**src/design/ryuv_pkg.sv**
```systemverilog
// shared constants and types for the rgb/yuv pixel converter
package ryuv_pkg;

  localparam int BYTE_W        = 8;
  localparam int MODE_W        = 2;
  localparam int FRAC_BITS_DEF = 16;
  localparam int CHROMA_OFS    = 128;
  localparam int BYTE_MAX      = 255;

  // conversion mode codes
  localparam logic [MODE_W-1:0] MODE_RGB2YUV = 2'd0;
  localparam logic [MODE_W-1:0] MODE_YUV2RGB = 2'd1;
  localparam logic [MODE_W-1:0] MODE_INVERT  = 2'd2;
  localparam logic [MODE_W-1:0] MODE_PASS    = 2'd3;

  // raw pixel and its mode, carried alongside the arithmetic through the capture, product and sum stages
  typedef struct packed {
    logic [MODE_W-1:0] mode;
    logic [BYTE_W-1:0] first;
    logic [BYTE_W-1:0] second;
    logic [BYTE_W-1:0] third;
  } ryuv_pix_t;

endpackage

```
**src/design/ryuv_in_if.sv**
```systemverilog
// pixel request channel into the converter
interface ryuv_in_if;
  import ryuv_pkg::*;

  logic              valid;
  logic              ready;
  logic [BYTE_W-1:0] in_first;
  logic [BYTE_W-1:0] in_second;
  logic [BYTE_W-1:0] in_third;

  modport source (output valid, in_first, in_second, in_third, input ready);
  modport sink (input valid, in_first, in_second, in_third, output ready);
endinterface

```
**src/design/ryuv_out_if.sv**
```systemverilog
// converted pixel request channel out of the converter
interface ryuv_out_if;
  import ryuv_pkg::*;

  logic              valid;
  logic              ready;
  logic [BYTE_W-1:0] out_first;
  logic [BYTE_W-1:0] out_second;
  logic [BYTE_W-1:0] out_third;

  modport source (output valid, out_first, out_second, out_third, input ready);
  modport sink (input valid, out_first, out_second, out_third, output ready);
endinterface

```
**src/design/ryuv_cfg_if.sv**
```systemverilog
// mode register write channel
interface ryuv_cfg_if;
  import ryuv_pkg::*;

  logic              valid;
  logic              ready;
  logic [MODE_W-1:0] conversion_mode;

  modport source (output valid, conversion_mode, input ready);
  modport sink (input valid, conversion_mode, output ready);
endinterface

```
**src/design/ryuv_prod.sv**
```systemverilog
// product stage: nine coefficient-by-channel multiplies, registered
module ryuv_prod
  import ryuv_pkg::*;
#(
  parameter int FRAC_BITS = FRAC_BITS_DEF,
  parameter int ACC_W     = FRAC_BITS + 11
) (
  input  logic                       clk,
  input  logic                       rst_n,
  input  logic                       up_valid,
  output logic                       up_ready,
  input  ryuv_pix_t                  up_pix,
  output logic                       dn_valid,
  input  logic                       dn_ready,
  output ryuv_pix_t                  dn_pix,
  output logic [8:0][ACC_W-1:0]      dn_term
);

  // coefficients rounded to FRAC_BITS fraction bits
  localparam longint C_YR = ((longint'(299) << FRAC_BITS) + 500) / 1000;
  localparam longint C_YG = ((longint'(587) << FRAC_BITS) + 500) / 1000;
  localparam longint C_YB = ((longint'(114) << FRAC_BITS) + 500) / 1000;
  localparam longint C_UR = ((longint'(169) << FRAC_BITS) + 500) / 1000;
  localparam longint C_UG = ((longint'(331) << FRAC_BITS) + 500) / 1000;
  localparam longint C_HF = ((longint'(500) << FRAC_BITS) + 500) / 1000;
  localparam longint C_VG = ((longint'(419) << FRAC_BITS) + 500) / 1000;
  localparam longint C_VB = ((longint'(81) << FRAC_BITS) + 500) / 1000;
  localparam longint C_RV = ((longint'(14075) << FRAC_BITS) + 5000) / 10000;
  localparam longint C_GU = ((longint'(3455) << FRAC_BITS) + 5000) / 10000;
  localparam longint C_GV = ((longint'(7169) << FRAC_BITS) + 5000) / 10000;
  localparam longint C_BU = ((longint'(17790) << FRAC_BITS) + 5000) / 10000;
  localparam longint C_ONE = longint'(1) << FRAC_BITS;

  localparam logic signed [ACC_W-1:0] K_YR  = ACC_W'(C_YR);
  localparam logic signed [ACC_W-1:0] K_YG  = ACC_W'(C_YG);
  localparam logic signed [ACC_W-1:0] K_YB  = ACC_W'(C_YB);
  localparam logic signed [ACC_W-1:0] KN_UR = ACC_W'(-C_UR);
  localparam logic signed [ACC_W-1:0] KN_UG = ACC_W'(-C_UG);
  localparam logic signed [ACC_W-1:0] K_HF  = ACC_W'(C_HF);
  localparam logic signed [ACC_W-1:0] KN_VG = ACC_W'(-C_VG);
  localparam logic signed [ACC_W-1:0] KN_VB = ACC_W'(-C_VB);
  localparam logic signed [ACC_W-1:0] K_RV  = ACC_W'(C_RV);
  localparam logic signed [ACC_W-1:0] KN_GU = ACC_W'(-C_GU);
  localparam logic signed [ACC_W-1:0] KN_GV = ACC_W'(-C_GV);
  localparam logic signed [ACC_W-1:0] K_BU  = ACC_W'(C_BU);
  localparam logic signed [ACC_W-1:0] K_ONE = ACC_W'(C_ONE);
  localparam logic signed [ACC_W-1:0] K_ZERO = '0;

  logic                          v_r;
  ryuv_pix_t                     pix_r;
  logic [8:0][ACC_W-1:0]         term_r;
  logic [8:0][ACC_W-1:0]         term_nxt;
  logic signed [ACC_W-1:0]       ea, eb, ec, eu, ev;
  logic signed [BYTE_W:0]        u9, v9;
  logic signed [ACC_W-1:0]       kc [9];
  logic signed [ACC_W-1:0]       xo [9];
  logic signed [ACC_W-1:0]       prod;

  assign up_ready = !v_r || dn_ready;
  assign dn_valid = v_r;
  assign dn_pix   = pix_r;
  assign dn_term  = term_r;

  // operand extension and chroma offset removal
  always_comb begin
    u9 = $signed({1'b0, up_pix.second}) - $signed((BYTE_W+1)'(CHROMA_OFS));
    v9 = $signed({1'b0, up_pix.third}) - $signed((BYTE_W+1)'(CHROMA_OFS));
    ea = $signed({{(ACC_W-BYTE_W){1'b0}}, up_pix.first});
    eb = $signed({{(ACC_W-BYTE_W){1'b0}}, up_pix.second});
    ec = $signed({{(ACC_W-BYTE_W){1'b0}}, up_pix.third});
    eu = $signed({{(ACC_W-BYTE_W-1){u9[BYTE_W]}}, u9});
    ev = $signed({{(ACC_W-BYTE_W-1){v9[BYTE_W]}}, v9});
  end

  // coefficient and operand select per mode, one multiplier per slot
  always_comb begin
    for (int i = 0; i < 9; i++) begin
      kc[i] = K_ZERO;
      xo[i] = K_ZERO;
    end
    case (up_pix.mode)
      MODE_RGB2YUV: begin
        kc[0] = K_YR;  xo[0] = ea;
        kc[1] = K_YG;  xo[1] = eb;
        kc[2] = K_YB;  xo[2] = ec;
        kc[3] = KN_UR; xo[3] = ea;
        kc[4] = KN_UG; xo[4] = eb;
        kc[5] = K_HF;  xo[5] = ec;
        kc[6] = K_HF;  xo[6] = ea;
        kc[7] = KN_VG; xo[7] = eb;
        kc[8] = KN_VB; xo[8] = ec;
      end
      MODE_YUV2RGB: begin
        kc[0] = K_ONE; xo[0] = ea;
        kc[1] = K_RV;  xo[1] = ev;
        kc[3] = K_ONE; xo[3] = ea;
        kc[4] = KN_GU; xo[4] = eu;
        kc[5] = KN_GV; xo[5] = ev;
        kc[6] = K_ONE; xo[6] = ea;
        kc[7] = K_BU;  xo[7] = eu;
      end
      default: begin
      end
    endcase
  end

  always_comb begin
    prod = '0;
    for (int i = 0; i < 9; i++) begin
      prod        = kc[i] * xo[i];
      term_nxt[i] = prod;
    end
  end

  // stage valid
  always_ff @(posedge clk) begin
    if (!rst_n) begin
      v_r <= 1'b0;
    end else if (up_ready) begin
      v_r <= up_valid;
    end
  end

  // stage payload
  always_ff @(posedge clk) begin
    if (up_ready && up_valid) begin
      pix_r  <= up_pix;
      term_r <= term_nxt;
    end
  end

endmodule

```
**src/design/ryuv_acc.sv**
```systemverilog
// sum stage: three terms plus rounding and chroma bias per channel
module ryuv_acc
  import ryuv_pkg::*;
#(
  parameter int FRAC_BITS = FRAC_BITS_DEF,
  parameter int ACC_W     = FRAC_BITS + 11
) (
  input  logic                       clk,
  input  logic                       rst_n,
  input  logic                       up_valid,
  output logic                       up_ready,
  input  ryuv_pix_t                  up_pix,
  input  logic [8:0][ACC_W-1:0]      up_term,
  output logic                       dn_valid,
  input  logic                       dn_ready,
  output ryuv_pix_t                  dn_pix,
  output logic [2:0][ACC_W-1:0]      dn_sum
);

  localparam logic signed [ACC_W-1:0] K_HALF = ACC_W'(longint'(1) << (FRAC_BITS - 1));
  localparam logic signed [ACC_W-1:0] K_OFS_HALF =
    ACC_W'((longint'(CHROMA_OFS) << FRAC_BITS) + (longint'(1) << (FRAC_BITS - 1)));

  logic                      v_r;
  ryuv_pix_t                 pix_r;
  logic [2:0][ACC_W-1:0]     sum_r;
  logic [2:0][ACC_W-1:0]     sum_nxt;
  logic signed [ACC_W-1:0]   bias;

  assign up_ready = !v_r || dn_ready;
  assign dn_valid = v_r;
  assign dn_pix   = pix_r;
  assign dn_sum   = sum_r;

  // chroma rows of the forward transform carry the 128 offset
  always_comb begin
    bias = K_HALF;
    for (int r = 0; r < 3; r++) begin
      bias = (up_pix.mode == MODE_RGB2YUV && r != 0) ? K_OFS_HALF : K_HALF;
      sum_nxt[r] = $signed(up_term[3*r]) + $signed(up_term[3*r+1])
                 + $signed(up_term[3*r+2]) + bias;
    end
  end

  always_ff @(posedge clk) begin
    if (!rst_n) begin
      v_r <= 1'b0;
    end else if (up_ready) begin
      v_r <= up_valid;
    end
  end

  always_ff @(posedge clk) begin
    if (up_ready && up_valid) begin
      pix_r <= up_pix;
      sum_r <= sum_nxt;
    end
  end

endmodule

```
**src/design/ryuv_clip.sv**
```systemverilog
// output stage: clamp, scale down, saturate, and mode select into the output register
module ryuv_clip
  import ryuv_pkg::*;
#(
  parameter int FRAC_BITS = FRAC_BITS_DEF,
  parameter int ACC_W     = FRAC_BITS + 11
) (
  input  logic                       clk,
  input  logic                       rst_n,
  input  logic                       up_valid,
  output logic                       up_ready,
  input  ryuv_pix_t                  up_pix,
  input  logic [2:0][ACC_W-1:0]      up_sum,
  ryuv_out_if.source                 out_px
);

  logic                    v_r;
  logic [2:0][BYTE_W-1:0]  byte_r;
  logic [2:0][BYTE_W-1:0]  byte_nxt;
  logic [2:0][BYTE_W-1:0]  clip;
  logic [2:0][BYTE_W-1:0]  raw;

  assign up_ready     = !v_r || out_px.ready;
  assign out_px.valid = v_r;
  assign out_px.out_first  = byte_r[0];
  assign out_px.out_second = byte_r[1];
  assign out_px.out_third  = byte_r[2];

  assign raw[0] = up_pix.first;
  assign raw[1] = up_pix.second;
  assign raw[2] = up_pix.third;

  // negative to zero, drop fraction, saturate at full scale
  always_comb begin
    for (int r = 0; r < 3; r++) begin
      if (up_sum[r][ACC_W-1]) begin
        clip[r] = '0;
      end else if (|up_sum[r][ACC_W-2:FRAC_BITS+BYTE_W]) begin
        clip[r] = BYTE_W'(BYTE_MAX);
      end else begin
        clip[r] = up_sum[r][FRAC_BITS+BYTE_W-1:FRAC_BITS];
      end
    end
  end

  // per-mode result select
  always_comb begin
    case (up_pix.mode)
      MODE_RGB2YUV, MODE_YUV2RGB: byte_nxt = clip;
      MODE_INVERT:                byte_nxt = ~raw;
      default:                    byte_nxt = raw;
    endcase
  end

  always_ff @(posedge clk) begin
    if (!rst_n) begin
      v_r <= 1'b0;
    end else if (up_ready) begin
      v_r <= up_valid;
    end
  end

  always_ff @(posedge clk) begin
    if (up_ready && up_valid) begin
      byte_r <= byte_nxt;
    end
  end

endmodule

```
**src/design/rgb_yuv_pixel_converter_unit.sv**
```systemverilog
// BT.601 style RGB/YUV pixel converter: a four-register pipeline, one pixel per clock
// while out_px does not stall. The converter takes one pixel request per clock cycle while
// nothing stalls and returns one converted pixel per request, in order. Every request
// passes four registers (input capture, nine products, channel sums, output clamp); the
// sustained rate is one pixel per cycle when out_px does not stall, set by the pipeline
// having one multiplier per coefficient slot. Each stage frees itself when its successor
// takes its item, so a stall on out_px fills bubbles first and then holds in_px.ready low.
// cfg_wr is always ready and sets the mode: 0 RGB to YUV, 1 YUV to RGB, 2 invert each
// channel, 3 pass through; the mode travels with each pixel from the capture stage on.
module rgb_yuv_pixel_converter_unit
  import ryuv_pkg::*;
#(
  parameter int FRAC_BITS = FRAC_BITS_DEF
) (
  input  logic         clk,
  input  logic         rst_n,
  ryuv_in_if.sink      in_px,
  ryuv_out_if.source   out_px,
  ryuv_cfg_if.sink     cfg_wr
);

  localparam int ACC_W = FRAC_BITS + 11;

  logic [MODE_W-1:0]       mode_r;
  logic                    s0_v_r;
  logic                    s0_ready;
  ryuv_pix_t               s0_pix_r;
  ryuv_pix_t               s0_pix_nxt;

  logic                    p_valid, p_ready;
  ryuv_pix_t               p_pix;
  logic [8:0][ACC_W-1:0]   p_term;

  logic                    a_valid, a_ready;
  ryuv_pix_t               a_pix;
  logic [2:0][ACC_W-1:0]   a_sum;

  // mode register
  assign cfg_wr.ready = 1'b1;

  always_ff @(posedge clk) begin
    if (!rst_n) begin
      mode_r <= MODE_RGB2YUV;
    end else if (cfg_wr.valid) begin
      mode_r <= cfg_wr.conversion_mode;
    end
  end

  // input capture stage
  assign in_px.ready = !s0_v_r || s0_ready;
  assign s0_pix_nxt  = '{mode: mode_r, first: in_px.in_first,
                         second: in_px.in_second, third: in_px.in_third};

  always_ff @(posedge clk) begin
    if (!rst_n) begin
      s0_v_r <= 1'b0;
    end else if (in_px.ready) begin
      s0_v_r <= in_px.valid;
    end
  end

  always_ff @(posedge clk) begin
    if (in_px.ready && in_px.valid) begin
      s0_pix_r <= s0_pix_nxt;
    end
  end

  ryuv_prod #(.FRAC_BITS(FRAC_BITS), .ACC_W(ACC_W)) u_prod (
    .clk      (clk),
    .rst_n    (rst_n),
    .up_valid (s0_v_r),
    .up_ready (s0_ready),
    .up_pix   (s0_pix_r),
    .dn_valid (p_valid),
    .dn_ready (p_ready),
    .dn_pix   (p_pix),
    .dn_term  (p_term)
  );

  ryuv_acc #(.FRAC_BITS(FRAC_BITS), .ACC_W(ACC_W)) u_acc (
    .clk      (clk),
    .rst_n    (rst_n),
    .up_valid (p_valid),
    .up_ready (p_ready),
    .up_pix   (p_pix),
    .up_term  (p_term),
    .dn_valid (a_valid),
    .dn_ready (a_ready),
    .dn_pix   (a_pix),
    .dn_sum   (a_sum)
  );

  ryuv_clip #(.FRAC_BITS(FRAC_BITS), .ACC_W(ACC_W)) u_clip (
    .clk      (clk),
    .rst_n    (rst_n),
    .up_valid (a_valid),
    .up_ready (a_ready),
    .up_pix   (a_pix),
    .up_sum   (a_sum),
    .out_px   (out_px)
  );

`ifndef SYNTH
  // a request is refused only while the capture stage holds an item
  a_refuse_only_when_full: assert property (@(posedge clk) disable iff (!rst_n)
    !in_px.ready |-> s0_v_r)
    else $error("input refused with empty capture stage");

  // a stalled capture stage keeps its pixel and mode
  a_capture_holds: assert property (@(posedge clk) disable iff (!rst_n)
    s0_v_r && !s0_ready |=> $stable(s0_pix_r))
    else $error("capture stage changed while stalled");

  // an open output never backs up to the input
  a_ready_chain: assert property (@(posedge clk) disable iff (!rst_n)
    out_px.ready |-> in_px.ready)
    else $error("input stalled while output ready");
`endif

endmodule

```
**src/flat_wrapper.sv**
```systemverilog
// flat-port wrapper written by rule: the top's interface ports become plain ports
module rgb_yuv_pixel_converter_unit_flat import ryuv_pkg::*;
#(
  parameter int FRAC_BITS = FRAC_BITS_DEF
)
  (clk, rst_n, in_px_valid, in_px_in_first, in_px_in_second, in_px_in_third, in_px_ready, out_px_valid, out_px_out_first, out_px_out_second, out_px_out_third, out_px_ready, cfg_wr_valid, cfg_wr_conversion_mode, cfg_wr_ready);
  ryuv_in_if in_px_i ();
  ryuv_out_if out_px_i ();
  ryuv_cfg_if cfg_wr_i ();
  input  logic clk;
  input  logic rst_n;
  input wire logic [$bits(in_px_i.valid)-1:0] in_px_valid;
  input wire logic [$bits(in_px_i.in_first)-1:0] in_px_in_first;
  input wire logic [$bits(in_px_i.in_second)-1:0] in_px_in_second;
  input wire logic [$bits(in_px_i.in_third)-1:0] in_px_in_third;
  output wire logic [$bits(in_px_i.ready)-1:0] in_px_ready;
  output wire logic [$bits(out_px_i.valid)-1:0] out_px_valid;
  output wire logic [$bits(out_px_i.out_first)-1:0] out_px_out_first;
  output wire logic [$bits(out_px_i.out_second)-1:0] out_px_out_second;
  output wire logic [$bits(out_px_i.out_third)-1:0] out_px_out_third;
  input wire logic [$bits(out_px_i.ready)-1:0] out_px_ready;
  input wire logic [$bits(cfg_wr_i.valid)-1:0] cfg_wr_valid;
  input wire logic [$bits(cfg_wr_i.conversion_mode)-1:0] cfg_wr_conversion_mode;
  output wire logic [$bits(cfg_wr_i.ready)-1:0] cfg_wr_ready;
  assign in_px_i.valid = in_px_valid;
  assign in_px_i.in_first = in_px_in_first;
  assign in_px_i.in_second = in_px_in_second;
  assign in_px_i.in_third = in_px_in_third;
  assign in_px_ready = in_px_i.ready;
  assign out_px_valid = out_px_i.valid;
  assign out_px_out_first = out_px_i.out_first;
  assign out_px_out_second = out_px_i.out_second;
  assign out_px_out_third = out_px_i.out_third;
  assign out_px_i.ready = out_px_ready;
  assign cfg_wr_i.valid = cfg_wr_valid;
  assign cfg_wr_i.conversion_mode = cfg_wr_conversion_mode;
  assign cfg_wr_ready = cfg_wr_i.ready;
  rgb_yuv_pixel_converter_unit #(.FRAC_BITS(FRAC_BITS)) u_core (.clk(clk), .rst_n(rst_n), .in_px(in_px_i), .out_px(out_px_i), .cfg_wr(cfg_wr_i));
endmodule
```
**config.mk**
```make
export PLATFORM = sky130hd
export DESIGN_NAME = rgb_yuv_pixel_converter_unit_flat
export DESIGN_NICKNAME = d
export VERILOG_FILES = /design/src/design/ryuv_pkg.sv /design/src/design/ryuv_in_if.sv /design/src/design/ryuv_out_if.sv /design/src/design/ryuv_cfg_if.sv /design/src/design/ryuv_prod.sv /design/src/design/ryuv_acc.sv /design/src/design/ryuv_clip.sv /design/src/design/rgb_yuv_pixel_converter_unit.sv /design/src/flat_wrapper.sv
export SDC_FILE = /design/constraint.sdc
export NUM_CORES = 2
export LEC_CHECK = 0
export BUFFER_PORTS_ARGS = -buffer_cell sky130_fd_sc_hd__buf_2
export CELL_PAD_IN_SITES_DETAIL_PLACEMENT = 1
export CELL_PAD_IN_SITES_GLOBAL_PLACEMENT = 1
export CORE_MARGIN = 3
export CORE_UTILIZATION = 45
export CTS_CLUSTER_DIAMETER = 60
export DETAILED_ROUTE_END_ITERATION = 8
export GPL_TIMING_DRIVEN = 0
export PLACE_DENSITY = 0.83
export RECOVER_POWER = 50
export SYNTH_ARGS = -nofsm -noshare
export SYNTH_HDL_FRONTEND = slang
export SYNTH_SLANG_ARGS = --single-unit
```
**constraint.sdc**
```tcl
create_clock -name clk -period 28.8 [get_ports clk]
set_input_delay 2.88 -clock clk [delete_from_list [all_inputs] [get_ports clk]]
set_output_delay 2.88 -clock clk [all_outputs]
set_load 0.05 [all_outputs]
```
==> run_results.csv <==
group,metric,value,unit
outcome,status,"finished with violations",
outcome,violations,"capacitance limit, slew limit",
place,io_buffers,56,
power_and_ir_drop,p_sw,2.97,mW
synth,ys_warn_count,0,
synth,synthTopCellsByCount,"inv_1, ha_1, fa_1",
detailed_routing,vias,32300,
detailed_routing,met3_length,8.94,mm
worst_setup_path,worstPathMaxFanout,10,
synth,netlist_area,48000,um^2
global_route,grt_pass1_vias,37400,
clock_network,htreeDepth,2,
finish,instances_no_fill,5982,
timing,max_freq,106,MHz
clock_network,post_cts_buffers,0,
global_route,grt_pass1_wl,220,mm
synth,seq_area_frac_synth,21.8,%
place,placedCellCount,5884,
place,dpl-instance-area,50600,um^2
worst_setup_path,critPathTopFamily,"adder cells",
clock_network,root_buffer,"clkbuf_16",
worst_setup_path,cpMaxStageDelayCell,"fa_1",
worst_setup_path,slowest_delay,1040,ps
clock_network,insertion_delay,640,ps
detailed_routing,routed.top_layer,"met5",
timing,post-route-period-util,32.7,%
synth,avgSynthCellArea,11.0,um^2
worst_setup_path,crit_type,"flip-flop to flip-flop",
min_path,hold_path.class,"flip-flop to flip-flop",
floorplan,core_area,106000,um^2
worst_setup_path,cp_common_cell,"fa_1",
worst_setup_path,crit_path_cell_trace,"clkbuf_1, nand2b_1, clkbuf_1, nor2_2, buf_8, fa_1, inv_1, fa_1, fa_1, fa_1, fa_1, inv_1, fa_1, inv_1, fa_1, inv_1, ha_1, or2_2, a21oi_1, nor3_1, a211o_1, a21oi_1, xnor2_1",
power_and_ir_drop,p_leak,26.7,nW
detailed_routing,ant_nets,0,
global_route,grt_overflow,0,
synth,synth_top_area_cell,"fa_1",
worst_setup_path,start_kind,"flip-flop",
detailed_routing,drt-vias-per-instance,5.40,
detailed_routing,met1_length,56.0,mm
synth,synth_async_sr_flop_share,0,%
finish,postLayoutCoreUtil,49.3,%
detailed_routing,drt_iter0_markers,2095,
floorplan,initial_core_util,45.5,%
timing,hold_viol,0,
synth,synth_top_area_share,26.9,%
timing,slew_headroom,-67.0,%
worst_setup_path,cp.required,29180,ps
min_path,holdPathStages,0,
clock_network,cts_sinks,351,
floorplan,rows,119,
power_and_ir_drop,worst_ir_drop_vdd,76.7,uV
detailed_routing,drcViolationCount,0,
place,gp_congestion,0.937,
detailed_routing,first_pass_iters,5,
finish,syn_to_final_growth,8.36,%
power_and_ir_drop,clkPwrFrac,9.8,%
timing,worst_pin_slew,2490,ps
power_and_ir_drop,p_per_area,118,nW/um^2
clock_network,clk_path_buf_depth,3,
synth,post-synth-top-count-cell,"inv_1",
floorplan,dieArea,111000,um^2
worst_setup_path,path_buf_inv,7,
floorplan,io_pins,58,
synth,netlist_top_cells_area,"fa_1, ha_1, edfxtp_1",
worst_setup_path,cp.depth,23,
power_and_ir_drop,seqPwrFrac,16.5,%
timing,clock_skew,45.1,ps
power_and_ir_drop,swShare,48.5,%
timing,setup_viol_count_final,0,
floorplan,die_h,333,um
finish,final_area,52000,um^2
power_and_ir_drop,pwr-share-comb,73.7,%
detailed_routing,wl_met2,68.2,mm
clock_network,post_cts_resized,0,
timing,fin_crit,9420,ps
clock_network,numCtsBuffers,50,
timing,slew_viol_final,119,
detailed_routing,wl_per_cell,23.6,um
finish,fill_cells,11400,
synth,synth-edff-count,345,
global_route,grt_max_degree,37,
detailed_routing,wl,141,mm
floorplan,die_x,333,um
clock_network,clk_pin_slew,60,ps
synth,ys_types,80,
place,hpwl,116,mm
power_and_ir_drop,p_int,3.16,mW
clock_network,cts_tree,"built",
finish,layout.nets,6205,
global_route,antenna_found_initial,12,
worst_setup_path,end_kind,"flip-flop",
run,drv_cap,5,
worst_setup_path,rr_worst_depth,23,
finish,drive_gt1_share,3.56,%
synth,synthFlopType,"edfxtp_1",
synth,postSynthCellCount,4370,
timing,rsz0062_at_grt,"no",
clock_network,cts_hold_buf,0,
worst_setup_path,cp.arrival,9800,ps
synth,ys_ff_latch,351,
global_route,grt_use_total,25.9,%
-- layout make-up --
| cell class | instances | area, um^2 | area share [%] |
|---|---|---|---|
| multi-input combinational | 2969 | 33500 | 64.5 |
| timing repair buffer | 72 | 493 | 0.948 |
| clock buffer | 59 | 1280 | 2.47 |
| antenna | 6 | 15.0 | 0.0289 |
| clock inverter | 32 | 308 | 0.592 |
| sequential | 351 | 10500 | 20.2 |
| inverter | 1068 | 4010 | 7.71 |
| buffer | 34 | 134 | 0.257 |
| tap | 1391 | 1740 | 3.35 |
-- power groups by stage --
stage	sequential [mW]	combinational, mW	clock (mW)
floorplan	0.984	3.22	0
global placement	1.03	4.10	0
detailed placement	1.02	4.40	0
CTS	1.02	4.53	0.610
global route	1.02	5.08	0.628
finish	1.01	4.52	0.601
-- metrics by stage --
step | hold WS, ps | setup WS [ps] | TNS [ps] | power (mW)
finish | 417 | 19380 | 0 | 6.13
global route | 426 | 19180 | 0 | 6.73
CTS | 420 | 19490 | 0 | 6.16
detailed placement | 408 | 19610 | 0 | 5.42
global placement | 401 | -404 | -82860 | 5.13
floorplan | 400 | 7450 | 0 | 4.21
-- layer usage --
metal	track usage [%]	vias to the layer above
li1	-	14500
met1	31.9	16500
met2	44.1	1029
met3	4.47	375
met4	13.0	8
met5	0	-
-- state kept, by name, summed over array words and instances (netlist names) --
register,cells
u_core.u_acc.dn_pix,26
u_core.u_acc.dn_sum,33
u_core.s0_pix_r,26
u_core.u_clip.out_px.out_second,8
u_core.mode_r,2
u_core.s0_v_r,1
u_core.u_acc.dn_valid,1
u_core.u_clip.out_px.out_first,8
u_core.u_clip.out_px.valid,1
u_core.u_prod.dn_term,210
u_core.u_clip.out_px.out_third,8
u_core.u_prod.dn_pix,26
u_core.u_prod.dn_valid,1
-- placed cells by master (no fill, tap or decap), drive strengths merged, types with 18 or more instances in the layout --
cell type | Yosys | routed
inv | 1067 | 1075
ha | 983 | 983
fa | 645 | 645
edfxtp | 345 | 345
xnor2 | 228 | 228
nor2 | 153 | 153
nand2 | 145 | 145
a21oi | 129 | 129
clkbuf | 26 | 119
o21ai | 75 | 75
xor2 | 57 | 57
a21o | 55 | 55
conb | 2 | 54
buf | 8 | 46
nor3 | 44 | 44
nor2b | 43 | 43
nand3 | 37 | 37
o21a | 31 | 31
o31ai | 30 | 30
and2 | 30 | 30
nand2b | 26 | 26
a31oi | 20 | 20
or2 | 20 | 20
a211oi | 20 | 20
and3 | 19 | 19
o21bai | 19 | 19
clkinv | 1 | 19
or3 | 18 | 18
-- cell families after synthesis --
group | share of synthesized area [%]
xor+xnor | 5.20
buf+inv | 8.63
mux | 0.151
other cells | 0.0156
flops | 21.8
fa+ha+maj | 52.5
compound gates | 6.15
simple gates | 5.49
-- worst paths after layout --
path	startpoint	endpoint	slack, ps
max	u_core.s0_pix_r[25]	u_core.u_prod.dn_term[134]	19380
min	u_core.u_prod.dn_pix[17]	u_core.u_acc.dn_pix[17]	420
max reg2reg	u_core.s0_pix_r[25]	u_core.u_prod.dn_term[134]	19380
min reg2reg	u_core.u_prod.dn_pix[17]	u_core.u_acc.dn_pix[17]	420
Power figures use the tool's default switching activity.
